[src/rtl/gnc_ram.sv]
// Generic single-write, single-read RAM with registered read data.
module gnc_ram #(
  parameter int unsigned Width = 8,
  parameter int unsigned Depth = 16
) (
  input  logic                     clk_i,
  input  logic                     we_i,
  input  logic [$clog2(Depth)-1:0] waddr_i,
  input  logic [Width-1:0]         wdata_i,
  input  logic                     re_i,
  input  logic [$clog2(Depth)-1:0] raddr_i,
  output logic [Width-1:0]         rdata_o
);

  logic [Width-1:0] mem_q [Depth];
  logic [Width-1:0] rdata_q;

  always_ff @(posedge clk_i) begin
    if (we_i) begin
      mem_q[waddr_i] <= wdata_i;
    end
    if (re_i) begin
      rdata_q <= mem_q[raddr_i];
    end
  end

  assign rdata_o = rdata_q;

endmodule

[config.mk]
export PLATFORM = sky130hd
export DESIGN_NAME = gnc_ram
export DESIGN_NICKNAME = d
export VERILOG_FILES = /design/src/rtl/gnc_ram.sv
export SDC_FILE = /design/constraint.sdc
export NUM_CORES = 1
export LEC_CHECK = 0
export BUFFER_PORTS_ARGS = -buffer_cell sky130_fd_sc_hd__buf_4
export CORE_ASPECT_RATIO = 1.2
export CORE_MARGIN = 2
export CORE_UTILIZATION = 60
export DETAILED_ROUTE_END_ITERATION = 6
export HOLD_SLACK_MARGIN = 0.06
export PLACE_DENSITY_LB_ADDON = 0.12
export SYNTH_ARGS = -nofsm -noshare
export SYNTH_HDL_FRONTEND = slang
export SYNTH_SLANG_ARGS = --single-unit
[constraint.sdc]
create_clock -name clk_i -period 2.53 [get_ports clk_i]
set_input_delay 0.3795 -clock clk_i [delete_from_list [all_inputs] [get_ports clk_i]]
set_output_delay 0.3795 -clock clk_i [all_outputs]
set_load 0.01 [all_outputs]
==> impl_metrics.env <==
export IMPL_outcome="complete, no violations"
export IMPL_wire_per_inst_um=25.5
export IMPL_avgSynthCellArea_um2=22.8
export IMPL_drc=0
export IMPL_grt_busiest_layer="met2"
export IMPL_max_stage_delay_ns=0.51
export IMPL_clk_pin_slew_ns=0.06
export IMPL_regToRegStartpoint="mem_q[1][0]"
export IMPL_antennaDiodeCount=0
export IMPL_rsz0062_at_grt="no"
export IMPL_setup_tns_ns=0
export IMPL_path_delay_family="buffers and inverters"
export IMPL_ys_top_cells_by_count="136 x edfxtp_1, 18 x mux4_2, 16 x a22oi_1"
export IMPL_synth_area_leaders="edfxtp_1 78%, mux4_2 7.8%, mux4_1 7.0%"
export IMPL_clockBufferDepth=2
export IMPL_holdCritStartpoint="re_i"
export IMPL_syn_num_nets=248
export IMPL_use_met3_pct=8.23
export IMPL_path_common_cell="buf_4"
export IMPL_yosysWarnings=0
export IMPL_max_slew_worst_pin_slew_ns=0.795
export IMPL_use_met2_pct=38.5
export IMPL_nets=301
export IMPL_fill_cells=487
export IMPL_grt_pass1_vias=2698
export IMPL_post_route_min_period_ns=1.56
export IMPL_synth_async_reset_ratio_pct=0
export IMPL_pwr_density_cell_nw_per_um2=883
export IMPL_fin_skew_ns=0.00783
export IMPL_die_w_um=89.2
export IMPL_vdd_drop_max_mv=0.575
export IMPL_numCtsBuffers=17
export IMPL_hp_class="primary input to flip-flop"
export IMPL_synth_cells=229
export IMPL_antenna_found_initial=0
export IMPL_cts_tree="yes"
export IMPL_gp_congestion=0.728
export IMPL_path_cells="buf_4 > buf_4 > mux4_2 > a22oi_1 > nand2_1"
export IMPL_coreArea_um2=8520
export IMPL_grt_usage_pct=25.7
export IMPL_ys_types=18
export IMPL_final_max_slew_viol_count=0
export IMPL_cts_resized=0
export IMPL_die_area_um2=9480
export IMPL_cts_hold_fix_buffers=0
export IMPL_synth_edff_count=136
export IMPL_timing_critical_path_buf_inv=2
export IMPL_clock_sinks=136
export IMPL_port_buffers=26
export IMPL_layout_area_overhead_vs_synth_pct=20.6
export IMPL_leakage_nw=2.15
export IMPL_hold_viol_final=0
export IMPL_start_kind="primary input"
export IMPL_synth_seq_cells=136
export IMPL_yosysMostFrequentCell="edfxtp_1"
export IMPL_drive_gt1_share_pct=31.2
export IMPL_via_count=2529
export IMPL_post_cts_setup_buffers=0
export IMPL_fmax_mhz=643
export IMPL_cts_htree_levels=4
export IMPL_yosysSeqAreaShare_pct=78.1
export IMPL_crit_arrival_ns=1.81
export IMPL_maxCapViolCount=0
export IMPL_drtAntennaViolNets=0
export IMPL_crit_required_ns=2.78
export IMPL_grt_util_met1_pct=35.4
export IMPL_rows=37
export IMPL_synth_top_cell_by_area="edfxtp_1"
export IMPL_start_util_pct=61.4
export IMPL_fin_crit_sh_pct=61.5
export IMPL_first_pass_iters=4
export IMPL_crit_fanout=15
export IMPL_path_class="primary input to flip-flop"
export IMPL_synth_area_um2=5230
export IMPL_grt_pass1_wl_um=16200
export IMPL_grt_overflow_total=0
export IMPL_die_y_um=106
export IMPL_crit_path_end_kind="flip-flop"
export IMPL_slew_headroom_pct=46.9
export IMPL_vias_per_cell=6.14
export IMPL_drt_initial_drc_count=207
export IMPL_yosys_area_top_type_share_pct=78.1
export IMPL_clk_latency_ns=0.52
export IMPL_startpoint="raddr_i[0]"
export IMPL_cpMaxStageDelayCell="mux4_2"
export IMPL_cts_root_buf="clkbuf_8"
export IMPL_total_power_mw=5.56
export IMPL_grt_max_degree=33
export IMPL_io_pins=27
export IMPL_synth_ff_type="edfxtp_1"
export IMPL_finalSetupViolCount=0
export IMPL_hpwl_um=6170
export IMPL_routed_wl_um=10500
[sequential cells by signal, indices dropped and copies added, names as in the netlist]
| register | cells |
|---|---|
| mem_q | 128 |
| rdata_o | 8 |
[report_power, final]
part           total, mW  switching, mW  internal [mW]
Clock               2.76          0.868           1.89
Combinational      0.249          0.138          0.110
Sequential          2.55         0.0147           2.54
Total               5.56           1.02           4.54
[per-stage QoR]
step	std cells	worst slack, ns	hold WS (ns)	util [%]	area (um^2)
after floorplan	229	0.658	0.478	-	5230
after global placement	380	0.493	0.675	66.1	5630
after detailed placement	380	0.460	0.691	66.1	5630
after CTS	412	0.978	0.147	74.0	6300
after global routing	412	0.934	0.160	74.0	6300
final	412	0.974	0.172	74.0	6300
[logic make-up (layout without fill, tap and decap cells)]
family,count (synthesis),in the layout,synth area share [%]
buf+inv,10,76,1.65
mux,32,32,14.8
simple gates,35,35,3.14
compound gates,16,16,2.30
flops,136,136,78.1
[final timing paths]
| path | end | slack (ns) | depth (start not counted) |
|---|---|---|---|
| worst max register to register | rdata_o[0] | 1.00 | 3 |
| worst min-delay path | rdata_o[3] | 0.17 | 1 |
| worst max-delay path | rdata_o[7] | 0.97 | 5 |
| worst min register to register | rdata_o[5] | 0.74 | 3 |
[cell type report]
cell class / instances / area, um^2 / area share, %
sequential: 136 / 4080 / 64.8
tap: 117 / 146 / 2.32
multi-input combinational: 83 / 1060 / 16.8
timing repair buffer: 44 / 343 / 5.44
clock buffer: 19 / 422 / 6.69
clock inverter: 13 / 250 / 3.97
[routing by layer]
layer,routed length (um),part of all wire (%)
met1,4270,41
met2,5460,52
met4,71,0.68
met3,722,6.9
met5,0,0
[placed cells by master (no fill, tap or decap), types with 2 or more instances in the layout]
cell type / synthesis / routed
a22oi_1: 16 / 16
buf_4: 1 / 43
bufinv_16: 0 / 7
clkbuf_1: 0 / 2
clkbuf_16: 0 / 16
clkinvlp_4: 0 / 3
edfxtp_1: 136 / 136
mux4_1: 14 / 14
mux4_2: 18 / 18
nand2_1: 9 / 9
nand2b_1: 2 / 2
nand3b_1: 2 / 2
nor2_1: 13 / 13
nor3_1: 4 / 4
Note: power is estimated with default switching activity, not from simulation.
