--- config.mk ---
export PLATFORM = sky130hd
export DESIGN_NAME = gnc_area
export DESIGN_NICKNAME = d
export VERILOG_FILES = /design/src/rtl/gnc_pkg.sv /design/src/rtl/gnc_area.sv
export SDC_FILE = /design/constraint.sdc
export NUM_CORES = 2
export LEC_CHECK = 0
export BUFFER_PORTS_ARGS = -buffer_cell sky130_fd_sc_hd__buf_2
export CELL_PAD_IN_SITES_DETAIL_PLACEMENT = 0
export CELL_PAD_IN_SITES_GLOBAL_PLACEMENT = 1
export CORE_MARGIN = 2
export CORE_UTILIZATION = 30
export DETAILED_ROUTE_END_ITERATION = 10
export PLACE_DENSITY_LB_ADDON = 0.1
export SYNTH_ARGS = -nofsm -noshare
export SYNTH_HDL_FRONTEND = slang
export SYNTH_SLANG_ARGS = --single-unit
--- constraint.sdc ---
create_clock -name clk_i -period 4.7 [get_ports clk_i]
set_clock_uncertainty 0.05 [all_clocks]
set_input_delay 0.47 -clock clk_i [delete_from_list [all_inputs] [get_ports clk_i]]
set_output_delay 0.47 -clock clk_i [all_outputs]
set_load 0.1 [all_outputs]
--- src/rtl/gnc_pkg.sv ---
// Shared constants and types for the grid neighbor connection block.
package gnc_pkg;

  localparam int unsigned SizeW     = 24;  // Q16.8 cell size code
  localparam int unsigned AreaW     = 32;  // Q24.8 half-area code
  localparam int unsigned AreaFW    = AreaW + 1;  // area plus saturation flag
  localparam int unsigned CellW     = 26;
  localparam int unsigned RowCells  = 256;
  localparam int unsigned PlaneCells = 65536;
  localparam int unsigned RowAW     = $clog2(RowCells);
  localparam int unsigned PlaneAW   = $clog2(PlaneCells);
  localparam int unsigned XSizeW    = 9;
  localparam int unsigned YSizeW    = 9;
  localparam int unsigned ZSizeW    = 11;
  localparam int unsigned PosZW     = 10;
  localparam int unsigned CfgIdxW   = 2;
  localparam int unsigned CfgDataW  = 11;

  localparam logic [XSizeW-1:0] XMax = XSizeW'(256);
  localparam logic [YSizeW-1:0] YMax = YSizeW'(256);
  localparam logic [ZSizeW-1:0] ZMax = ZSizeW'(1024);

  typedef enum logic [CfgIdxW-1:0] {
    CFG_X_SIZE = 2'd0,
    CFG_Y_SIZE = 2'd1,
    CFG_Z_SIZE = 2'd2,
    CFG_NONE   = 2'd3
  } cfg_idx_e;

  typedef enum logic [1:0] {
    DIR_NONE = 2'd0,
    DIR_X    = 2'd1,
    DIR_Y    = 2'd2,
    DIR_Z    = 2'd3
  } dir_e;

  typedef logic [AreaFW-1:0] area_t;

  // Handshake between the sequencer and the half-area unit.
  typedef struct packed {
    logic start;
  } area_req_t;

  typedef struct packed {
    logic  done;
    area_t area;
  } area_rsp_t;

endpackage

--- src/rtl/gnc_area.sv ---
// Half-area unit: floor(2*a*b/c) with saturation, one quotient bit per cycle.
module gnc_area (
  input  logic                        clk_i,
  input  logic                        rst_ni,
  input  gnc_pkg::area_req_t          req_i,
  input  logic [gnc_pkg::SizeW-1:0]   a_i,
  input  logic [gnc_pkg::SizeW-1:0]   b_i,
  input  logic [gnc_pkg::SizeW-1:0]   c_i,
  output gnc_pkg::area_rsp_t          rsp_o
);

  typedef enum logic [1:0] {
    ST_IDLE,
    ST_MUL,
    ST_PREP,
    ST_DIV
  } state_e;

  localparam int unsigned ProdW = 2 * gnc_pkg::SizeW;
  localparam int unsigned NumW  = ProdW + 1;
  localparam int unsigned QW    = gnc_pkg::AreaW;
  localparam int unsigned HiW   = NumW - QW;
  localparam int unsigned CntW  = $clog2(QW);

  state_e                     state_q;
  logic [ProdW-1:0]           prod_q;
  logic [gnc_pkg::SizeW-1:0]  rem_q;
  logic [QW-1:0]              low_q;
  logic [QW-1:0]              quo_q;
  logic [CntW-1:0]            cnt_q;
  logic                       done_q;
  gnc_pkg::area_t             area_q;

  logic [NumW-1:0]            num;
  logic [HiW-1:0]             num_hi;
  logic [gnc_pkg::SizeW:0]    trial;
  logic                       ge;
  logic [gnc_pkg::SizeW:0]    diff;
  logic [QW-1:0]              quo_next;

  assign num      = {prod_q, 1'b0};
  assign num_hi   = num[NumW-1:QW];
  assign trial    = {rem_q, low_q[QW-1]};
  assign ge       = trial >= {1'b0, c_i};
  assign diff     = trial - {1'b0, c_i};
  assign quo_next = {quo_q[QW-2:0], ge};

  always_ff @(posedge clk_i or negedge rst_ni) begin
    if (!rst_ni) begin
      state_q <= ST_IDLE;
      done_q  <= 1'b0;
      cnt_q   <= '0;
    end else begin
      done_q <= 1'b0;
      unique case (state_q)
        ST_IDLE: begin
          if (req_i.start) begin
            state_q <= ST_MUL;
          end
        end
        ST_MUL: begin
          prod_q  <= a_i * b_i;
          state_q <= ST_PREP;
        end
        ST_PREP: begin
          // Quotient overflows 32 bits exactly when the high part reaches c.
          if (c_i == '0 || {{(gnc_pkg::SizeW-HiW){1'b0}}, num_hi} >= c_i) begin
            area_q  <= {1'b1, {QW{1'b1}}};
            done_q  <= 1'b1;
            state_q <= ST_IDLE;
          end else begin
            rem_q   <= {{(gnc_pkg::SizeW-HiW){1'b0}}, num_hi};
            low_q   <= num[QW-1:0];
            quo_q   <= '0;
            cnt_q   <= '0;
            state_q <= ST_DIV;
          end
        end
        ST_DIV: begin
          rem_q <= ge ? diff[gnc_pkg::SizeW-1:0] : trial[gnc_pkg::SizeW-1:0];
          low_q <= {low_q[QW-2:0], 1'b0};
          quo_q <= quo_next;
          cnt_q <= cnt_q + 1'b1;
          if (cnt_q == CntW'(QW - 1)) begin
            area_q  <= {1'b0, quo_next};
            done_q  <= 1'b1;
            state_q <= ST_IDLE;
          end
        end
        default: state_q <= ST_IDLE;
      endcase
    end
  end

  assign rsp_o.done = done_q;
  assign rsp_o.area = area_q;

endmodule

==> impl_metrics.env <==
export IMPL_numClockSinks=175
export IMPL_grt_util_all_layers_pct=16.59
export IMPL_yosysUniqueCellTypes=74
export IMPL_synthSimpleGateAreaFrac_pct=17.77
export IMPL_worst_slack_ns=-1.694
export IMPL_clk_pin_slew_worst_paths_ns=0.07
export IMPL_grt_pass1_vias=21790
export IMPL_start_kind="input pin"
export IMPL_num_rows=111
export IMPL_diodes=0
export IMPL_period_minus_slack_ns=6.394
export IMPL_portBuffers=108
export IMPL_maxCapViolCount=0
export IMPL_synthesis_nets=3680
export IMPL_yosysTopAreaCell="fa_1"
export IMPL_drc=0
export IMPL_async_flop_share_pct=4.571
export IMPL_area_growth_pct=21.52
export IMPL_crit_path_end_kind="register"
export IMPL_syn_avg_cell_area_um2=9.489
export IMPL_die_x_um=307.1
export IMPL_grt_pass1_wl_mm=123.1
export IMPL_drive_gt1_share_pct=19.75
export IMPL_cts_buffers=17
export IMPL_hp_start="req_i"
export IMPL_root_buffer="clkbuf_16"
export IMPL_worstReg2RegStart="prod_q[31]$_DFFE_PP_"
export IMPL_ys_warn_count=0
export IMPL_rsz0062_at_grt="yes"
export IMPL_required_ns=4.93
export IMPL_drt_iter0_drc=941
export IMPL_ys_ff_latch=175
export IMPL_overflow=0
export IMPL_period_share_pct=136.0
export IMPL_r2r_end="rem_q[7]$_DFFE_PP_"
export IMPL_yosysTopAreaCellShare_pct=35.08
export IMPL_gp_congestion=0.8430
export IMPL_synth_edf_count=167
export IMPL_synth_xor_area_share_pct=1.748
export IMPL_synth_most_common_cell="inv_1"
export IMPL_synth_cell_area_um2=27570
export IMPL_antenna_found_initial=1
export IMPL_antenna_left=0
export IMPL_crit_top_cell="fa_1"
export IMPL_slowest_delay_ns=0.53
export IMPL_ff2ff_path_depth=11
export IMPL_grt_max_degree=79
export IMPL_die_h_um=307.1
export IMPL_cp_cell_sequence="buf_8 > buf_12 > buf_12 > and2_4 > fa_1 > inv_1 > fa_1 > inv_1 > fa_1 > fa_1 > fa_1 > fa_1 > inv_1 > fa_1 > inv_2 > ha_4 > nand4_1 > nor2_4 > o2bb2ai_4 > a2111oi_4 > or3_4 > a211o_4 > o211a_1 > a211oi_2"
export IMPL_synth_area_top_cells="fa_1 35%, edfxtp_1 18%, ha_1 9.8%, inv_1 8.1%, and2_1 7.0%"
export IMPL_cp_slowest_cell="fa_1"
export IMPL_synthAdderAreaFrac_pct=44.93
export IMPL_coreArea_um2=91390
export IMPL_holdPathEnd="state_q[0]$_DFFE_PN0P_"
export IMPL_setup_violations=39
export IMPL_die_area_um2=94330
export IMPL_drv_slew=0
export IMPL_worst_setup_path_type="input pin to register"
export IMPL_outcome="finished with violations"
export IMPL_cts_tree="done"
export IMPL_final_core_util_pct=36.66
export IMPL_r2r_slack_ns=1.25
export IMPL_wirelength_mm=76.90
export IMPL_place_hpwl_mm=65.02
export IMPL_first_pass_iters=5
export IMPL_netlist_instances=2905
export IMPL_synth_top_family_by_area="adder cells"
export IMPL_hold_viol=0
export IMPL_via_per_inst=4.566
export IMPL_nets=3972
export IMPL_post_drt_wl_per_cell_um=17.49
export IMPL_synth_compound_area_share_pct=6.137
export IMPL_insertion_delay_ns=0.44
export IMPL_clk_path_buf_depth=2
export IMPL_synthTopCellsByCount="592 x inv_1, 483 x fa_1, 428 x nand2_1"
export IMPL_h_tree_depth=4
export IMPL_ys_flop_type="edfxtp_1"
export IMPL_num_vias=20070
export IMPL_ys_seq_area_share_pct=18.92
export IMPL_tightest_slew_ns=0.9016
export IMPL_critPathMaxFanout=12
export IMPL_hold_class="input pin to register"
export IMPL_slew_headroom_pct=39.90
export IMPL_cp_arrival_ns=6.63
export IMPL_failed_checks="negative setup slack"
export IMPL_worstHoldPathCells=2
export IMPL_io_pins=109
export IMPL_start_util_pct=30.16
export IMPL_fmax_mhz=156.4
export IMPL_synth_mux_area_share_pct=0.4403
through the flow:
stage / instance area, um^2 / hold slack (ns) / setup TNS (ns) / std cells / worst slack (ns)
after global placement: 31690 / 0.2950 / -73.12 / 4335 / -2.356
after floorplan: 28340 / 0.1244 / -48.45 / 2905 / -1.848
after global routing: 33500 / 0.1955 / -54.02 / 4396 / -1.858
final: 33500 / 0.2217 / -47.47 / 4396 / -1.694
after detailed placement: 31690 / 0.2984 / -73.94 / 4335 / -2.423
after CTS: 33110 / 0.1954 / -46.07 / 4380 / -1.672
placed cells by master, fill, tap and decap left out, drive strengths merged, types with 13 or more instances in the layout:
| cell | synthesis | layout |
|---|---|---|
| inv | 592 | 597 |
| fa | 483 | 483 |
| nand2 | 428 | 428 |
| buf | 11 | 406 |
| and2 | 309 | 309 |
| ha | 217 | 217 |
| edfxtp | 167 | 167 |
| a21oi | 69 | 69 |
| nor2 | 55 | 55 |
| o21ai | 45 | 45 |
| nand2b | 42 | 42 |
| and3 | 41 | 41 |
| a21o | 38 | 38 |
| xnor2 | 36 | 36 |
| nand3 | 34 | 34 |
| clkbuf | 129 | 23 |
| xor2 | 19 | 19 |
| nor3 | 16 | 16 |
| a31oi | 15 | 15 |
| nor2b | 13 | 13 |
worst max-delay path by stage:
stage | from | endpoint | slack [ns] | cells after the start
after floorplan | a_i[8] | prod_q[39]$_DFFE_PP_ | -1.85 | 24
after global placement | a_i[7] | prod_q[39]$_DFFE_PP_ | -2.36 | 24
after CTS | b_i[3] | prod_q[46]$_DFFE_PP_ | -1.67 | 26
final | a_i[11] | prod_q[46]$_DFFE_PP_ | -1.69 | 24
after global routing | b_i[16] | prod_q[46]$_DFFE_PP_ | -1.86 | 23
after detailed placement | a_i[11] | prod_q[39]$_DFFE_PP_ | -2.42 | 22
sequential cells by signal, summed over array words and instances, names as in the netlist:
| register | cells |
|---|---|
| rem_q | 24 |
| cnt_q | 5 |
| state_q | 2 |
| low_q | 31 |
| quo_q | 31 |
| prod_q | 48 |
| done_q | 1 |
| area_q | 33 |
cells by family after synthesis:
| family | Yosys count |
|---|---|
| DFF | 175 |
| AOI/OAI and AO/OA | 250 |
| adders and majority gates | 700 |
| buffers and inverters | 733 |
| xor gates and xnor gates | 55 |
| muxes | 12 |
| and+or+nand+nor | 980 |
worst max-delay path: cells and delay by family:
family / cells / cell delay, ns
compound gates: 5 / 0.96
fa+ha+maj: 8 / 3.73
buf+inv: 7 / 0.58
simple gates: 4 / 0.88
repair_timing:
action	CTS	global route
gates cloned	1	3
gates resized for setup	189	67
pin swaps	110	45
setup buffers	13	13
hold buffers	1	0
hold endpoints to repair	8	0
setup endpoints to repair	39	39
area by class of cell:
cell class,count,area (um^2)
Multi-Input combinational cell,1997,20480
Timing Repair Buffer,413,3488
Clock buffer,17,425.4
Tap cell,1186,1484
Clock inverter,15,176.4
Fill cell,9323,57890
Inverter,593,2226
Sequential cell,175,5215
routing by layer:
layer / vias to the layer above / wire (um) / global-route usage [%]
li1: 9533 / - / -
met1: 10160 / 38350 / 24.01
met2: 333 / 35290 / 27.08
met3: 48 / 2286 / 1.799
met4: 0 / 975 / 2.802
met5: - / 0 / 0
Power is left out: the tool's default activity adds up to more than one toggle a clock period on the data nets, which glitch-free logic cannot reach.
